[src/assert_macros.svh]
// assertion macros used by the interpolator core
// no dependencies
`ifndef ASSERT_MACROS_SVH
`define ASSERT_MACROS_SVH
`ifndef SYNTHESIS
`define ASSERT_IMPL(label, clk, rst, prop) \
   label: assert property (@(posedge clk) disable iff (rst) prop) else $error("assertion failed");
`define ASSERT_NORST(label, clk, prop) \
   label: assert property (@(posedge clk) prop) else $error("assertion failed");
`else
`define ASSERT_IMPL(label, clk, rst, prop)
`define ASSERT_NORST(label, clk, prop)
`endif
`endif

[src/plai_pkg.sv]
// package for the polyline arc-length interpolator
// types, constants and control structs; no dependencies
package plai_pkg;
   localparam int MaxPointsDefault = 64;
   localparam int CoordBitsDefault = 24;
   localparam int IndexBits = 6;
   localparam int ParamBits = 17;
   localparam int LenBits = 32;
   localparam int MarginBits = 8;
   localparam logic [ParamBits-1:0] OneQ16 = 17'd65536;

   typedef enum logic {
      OP_LOAD = 1'b0,
      OP_QUERY = 1'b1
   } op_type;

   typedef struct packed {
      logic op;
      logic [IndexBits-1:0] point_index;
      logic signed [CoordBitsDefault-1:0] point_x;
      logic signed [CoordBitsDefault-1:0] point_y;
      logic signed [CoordBitsDefault-1:0] point_z;
      logic [ParamBits-1:0] query_param;
   } req_type;

   typedef struct packed {
      logic signed [CoordBitsDefault-1:0] pos_x;
      logic signed [CoordBitsDefault-1:0] pos_y;
      logic signed [CoordBitsDefault-1:0] pos_z;
      logic [IndexBits-1:0] segment_found;
      logic [ParamBits-1:0] local_param;
      logic [LenBits-1:0] total_length;
      logic valid_res;
   } rsp_type;

   // shared unit commands
   typedef struct packed {
      logic sqrt_go;
      logic div_go;
      logic [63:0] operand_a;
      logic [63:0] operand_b;
   } unit_cmd_type;

   typedef struct packed {
      logic done;
      logic [63:0] result;
   } unit_sts_type;
endpackage

[src/plai_iter_unit.sv]
// shared iterative unit: integer square root or unsigned divide, one step a cycle
// depends on plai_pkg
module plai_iter_unit
   import plai_pkg::*;
(
   input  logic         clock,
   input  logic         reset,
   input  unit_cmd_type cmd,
   output unit_sts_type sts
);
   logic        busy_ff, busy_in;
   logic        mode_ff, mode_in;
   logic [6:0]  cnt_ff, cnt_in;
   logic [63:0] rem_ff, rem_in;   // sqrt remaining value / div remainder
   logic [63:0] res_ff, res_in;   // sqrt result / div quotient
   logic [63:0] bit_ff, bit_in;   // sqrt bit / div dividend shift
   logic [63:0] den_ff, den_in;
   logic        done_ff, done_in;
   logic [64:0] trial;
   logic [64:0] shrem;

   always_comb begin
      busy_in = busy_ff;
      mode_in = mode_ff;
      cnt_in = cnt_ff;
      rem_in = rem_ff;
      res_in = res_ff;
      bit_in = bit_ff;
      den_in = den_ff;
      done_in = 1'b0;
      trial = '0;
      shrem = '0;
      if (cmd.sqrt_go) begin
         busy_in = 1'b1; mode_in = 1'b0; cnt_in = 7'd32;
         rem_in = cmd.operand_a; res_in = '0; bit_in = 64'd1 << 62;
      end else if (cmd.div_go) begin
         busy_in = 1'b1; mode_in = 1'b1; cnt_in = 7'd64;
         rem_in = '0; res_in = '0; bit_in = cmd.operand_a; den_in = cmd.operand_b;
      end else if (busy_ff) begin
         // one restoring step
         if (!mode_ff) begin
            trial = {1'b0, res_ff} + {1'b0, bit_ff};
            if ({1'b0, rem_ff} >= trial) begin
               rem_in = rem_ff - trial[63:0];
               res_in = (res_ff >> 1) + bit_ff;
            end else begin
               res_in = res_ff >> 1;
            end
            bit_in = bit_ff >> 2;
         end else begin
            shrem = {rem_ff, bit_ff[63]};
            bit_in = bit_ff << 1;
            if (shrem >= {1'b0, den_ff}) begin
               rem_in = shrem[63:0] - den_ff;
               res_in = {res_ff[62:0], 1'b1};
            end else begin
               rem_in = shrem[63:0];
               res_in = {res_ff[62:0], 1'b0};
            end
         end
         cnt_in = cnt_ff - 7'd1;
         if (cnt_ff == 7'd1) begin
            busy_in = 1'b0;
            done_in = 1'b1;
         end
      end
   end

   always_ff @(posedge clock) begin
      if (reset) begin
         busy_ff <= 1'b0;
         done_ff <= 1'b0;
         cnt_ff <= '0;
      end else begin
         busy_ff <= busy_in;
         done_ff <= done_in;
         cnt_ff <= cnt_in;
      end
      mode_ff <= mode_in;
      rem_ff <= rem_in;
      res_ff <= res_in;
      bit_ff <= bit_in;
      den_ff <= den_in;
   end

   assign sts.done = done_ff;
   assign sts.result = res_ff;
endmodule

[config.mk]
export PLATFORM = sky130hd
export DESIGN_NAME = plai_iter_unit
export DESIGN_NICKNAME = d
export VERILOG_FILES = /design/src/assert_macros.svh /design/src/plai_pkg.sv /design/src/plai_iter_unit.sv
export SDC_FILE = /design/constraint.sdc
export NUM_CORES = 1
export LEC_CHECK = 0
export BUFFER_PORTS_ARGS = -buffer_cell sky130_fd_sc_hd__buf_2
export CORE_ASPECT_RATIO = 1.5
export CORE_MARGIN = 2
export CORE_UTILIZATION = 45
export CTS_CLUSTER_SIZE = 16
export DETAILED_ROUTE_END_ITERATION = 16
export SLEW_MARGIN = 10
export SYNTH_ARGS = -nofsm -noshare
export SYNTH_HDL_FRONTEND = slang
export SYNTH_SLANG_ARGS = --single-unit
[constraint.sdc]
create_clock -name clock -period 26.6 [get_ports clock]
set_clock_uncertainty 0.15 [all_clocks]
set_input_delay 1.33 -clock clock [delete_from_list [all_inputs] [get_ports clock]]
set_output_delay 1.33 -clock clock [all_outputs]
set_load 0.005 [all_outputs]
==> flow_summary.ini <==
[run_status]
outcome = finished, final reports clean

[clock_network]
post_cts_buffers = 0
cts_buffers = 34
cts_sinks = 266
cts_resized = 0
cts_root_buffer = clkbuf_16
tritoncts = built
cts.path.max_buffers = 3
path_clk_slew_ps = 60
clock_latency_ps = 570
cts_hold_buf = 0
htreeDepth = 2

[power]
ir_worst_vdd_uv = 37.11
leakagePower_nw = 13.05
p_int_mw = 1.177
switchingPower_mw = 0.9031
power_frac_clock_pct = 23.0
swShare_pct = 43.42
seqPwrFrac_pct = 26.4
power_frac_comb_pct = 50.6
powerDensity_nw_per_um2 = 69.37

[yosys]
synth_area_um2 = 27470
ys.flop_type = dfxtp_1
yosysSeqAreaShare_pct = 24.05
synthCells = 3474
synth_area_leaders = edfxtp_1 14%, ha_1 12%, dfxtp_1 10%
synth_edf_count = 128
synth_top_area_share_pct = 13.99
syn_nets = 3867
async_reset_ff_share_pct = 0
ys.warnings.count = 0
synth.largest_area_cell = edfxtp_1
ys_seq_elements = 266
yosysUniqueCellTypes = 87
syn_area_per_cell_um2 = 7.908

[floorplanning]
dieHeight_um = 306.6
floorplan.die_area_um2 = 63080
start_util_pct = 45.68
die_w_um = 205.7
rows = 110
ioPinCount = 197
core-area_um2 = 60150

[worst_setup_path]
critPathSlowestCell = buf_4
crit_top_cell = o21ai_0
crit_path_max_incr_delay_ps = 680
startpoint_type = register
crit_type = register to register
crit_fanout = 43
crit_path_end_kind = register
cp_data_required_time_ps = 26960
crit_arrival_ps = 7910

[timing]
fin_crit_sh_pct = 28.40
setup_slack_ps = 19050
final.min_clock_period_ps = 7553
fmax_mhz = 132.4
tightest_slew_ps = 1025
slew_headroom_pct = 31.70
rsz0062_at_grt = false
setup_tns_ps = 0
slew_violations = 0
setup_viol = 0
finalHoldViolCount = 0

[cells_and_area]
finalNetCount = 3924
diodes = 0
multi_input_area_um2 = 19570
area_growth_pct = 9.141
seqCellArea_um2 = 6614
design_area_um2 = 29980
instances_no_fill = 4339
utilization_pct = 49.85
drive_gt1_share_pct = 8.833
fill_cells = 5931

[placement]
place_hpwl_mm = 77.12
dpl_worst_slack_ps = 19160
gp_congestion = 0.9830
portBuffers = 196
placedCellCount = 4279
dpl_cell_area_um2 = 28870

[grt]
grt_pass1_vias = 25630
grt_max_degree = 194
antenna_found_initial = 3
grt_overflow = 0
track_usage_pct = 30.59
grt_pass1_wl_mm = 150.2

[routing]
vias = 26970
routed_via_density = 6.216
ant_nets = 0
wirelength_mm = 99.08
drc = 0
first_pass_iters = 6
drt_iter0_drc = 2016
post_drt_wl_per_cell_um = 22.83

[run]
max_cap_violations = 0

[hold_path]
holdCritPathClass = register to register
==> metrics by stage <==
stage | total power [mW] | hold WS [ps]
floorplan | 1.324 | 318.4
global placement | 1.582 | 332.1
detailed placement | 1.585 | 380.7
CTS | 2.073 | 393.0
global route | 2.209 | 404.2
finish | 2.080 | 384.2
==> kinds of logic after synthesis <==
logic type / Yosys count / share of synthesized area [%]
buffers and inverters: 340 / 4.933
xor gates and xnor gates: 239 / 7.620
and+or+nand+nor: 932 / 15.46
adders and majority gates: 261 / 12.00
AOI/OAI and AO/OA: 1280 / 30.25
DFF: 266 / 24.05
muxes: 156 / 5.693
==> worst max-delay path: cells and delay by family (launching register included) <==
kind                       cells  cell delay (ps)
and+or+nand+nor                4              910
muxes                          1              380
DFF                            1              350
xor gates and xnor gates       1              150
adders and majority gates      3             1090
AOI/OAI and AO/OA             15             3720
buffers and inverters          1              680
==> state kept, by name, summed over array words and instances, names as in the netlist <==
name / flops
bit_ff: 64
den_ff: 64
mode_ff: 1
done_ff: 1
cnt_ff: 7
busy_ff: 1
res_ff: 64
rem_ff: 64
==> per-layer routing <==
metal	track usage (%)	up-vias	wire length, um
met5	0	-	32
met4	14.10	4	5022
met3	3.338	192	6020
met2	47.37	961	42990
met1	42.47	12780	45010
li1	-	13030	-
==> cell usage in the layout (no fill, tap or decap), types with 16 or more instances in the layout <==
cell / instances
a22oi_1: 28
ha_1: 257
o21ai_1: 53
nand2_1: 308
and2_1: 20
nand4_1: 63
buf_2: 194
o211ai_1: 32
nand2b_1: 23
a22o_1: 56
nand3_1: 67
a21oi_1: 373
nor2b_1: 33
a31oi_1: 29
clkbuf_16: 35
buf_4: 23
xor2_1: 100
o21bai_1: 54
inv_1: 143
and3_1: 21
o21ai_0: 227
mux2i_1: 154
nor2_1: 288
xnor2_1: 139
a211oi_1: 88
a21o_1: 135
nor3_1: 40
edfxtp_1: 128
o21a_1: 31
dfxtp_1: 136
o31ai_1: 19
or3_1: 16
==> layout make-up <==
cell class / count / area share, %
inverter: 143 / 1.790
tap: 784 / 3.272
multi-input combinational: 2868 / 65.27
clock buffer: 43 / 3.121
sequential: 266 / 22.06
timing repair buffer: 218 / 3.881
clock inverter: 17 / 0.6051
==> path summary, 6_finish.rpt <==
path             start         end  slack (ps)  cells past startpoint
min          cnt_ff[1]   cnt_ff[1]         380                      2
min reg2reg  cnt_ff[1]   cnt_ff[1]         380                      2
max          res_ff[0]  res_ff[20]       19050                     25
max reg2reg  res_ff[0]  res_ff[20]       19050                     25
==> Yosys cell counts, types with 21 or more instances <==
cell	count
o21bai_1	54
ha_1	257
clkbuf_1	168
nor3_1	40
nor2b_1	34
nand2b_1	23
a211oi_1	88
a21o_1	135
nand2_1	308
inv_1	143
o21a_1	31
o21ai_0	227
a22o_1	56
a31oi_1	29
dfxtp_1	138
o211ai_1	32
xnor2_1	139
a21oi_1	374
a22oi_1	28
edfxtp_1	128
o21ai_1	53
nor2_1	292
nand4_1	63
and3_1	21
mux2i_1	154
nand3_1	67
xor2_1	100
==> power by group through the flow <==
| stage | registers, mW | clock network [mW] | logic, mW |
|---|---|---|---|
| final | 0.548 | 0.479 | 1.05 |
| after global routing | 0.552 | 0.500 | 1.16 |
| after CTS | 0.545 | 0.488 | 1.04 |
| after detailed placement | 0.553 | 0 | 1.03 |
| after global placement | 0.553 | 0 | 1.03 |
| after floorplan | 0.520 | 0 | 0.803 |
Power figures use the tool's default switching activity.
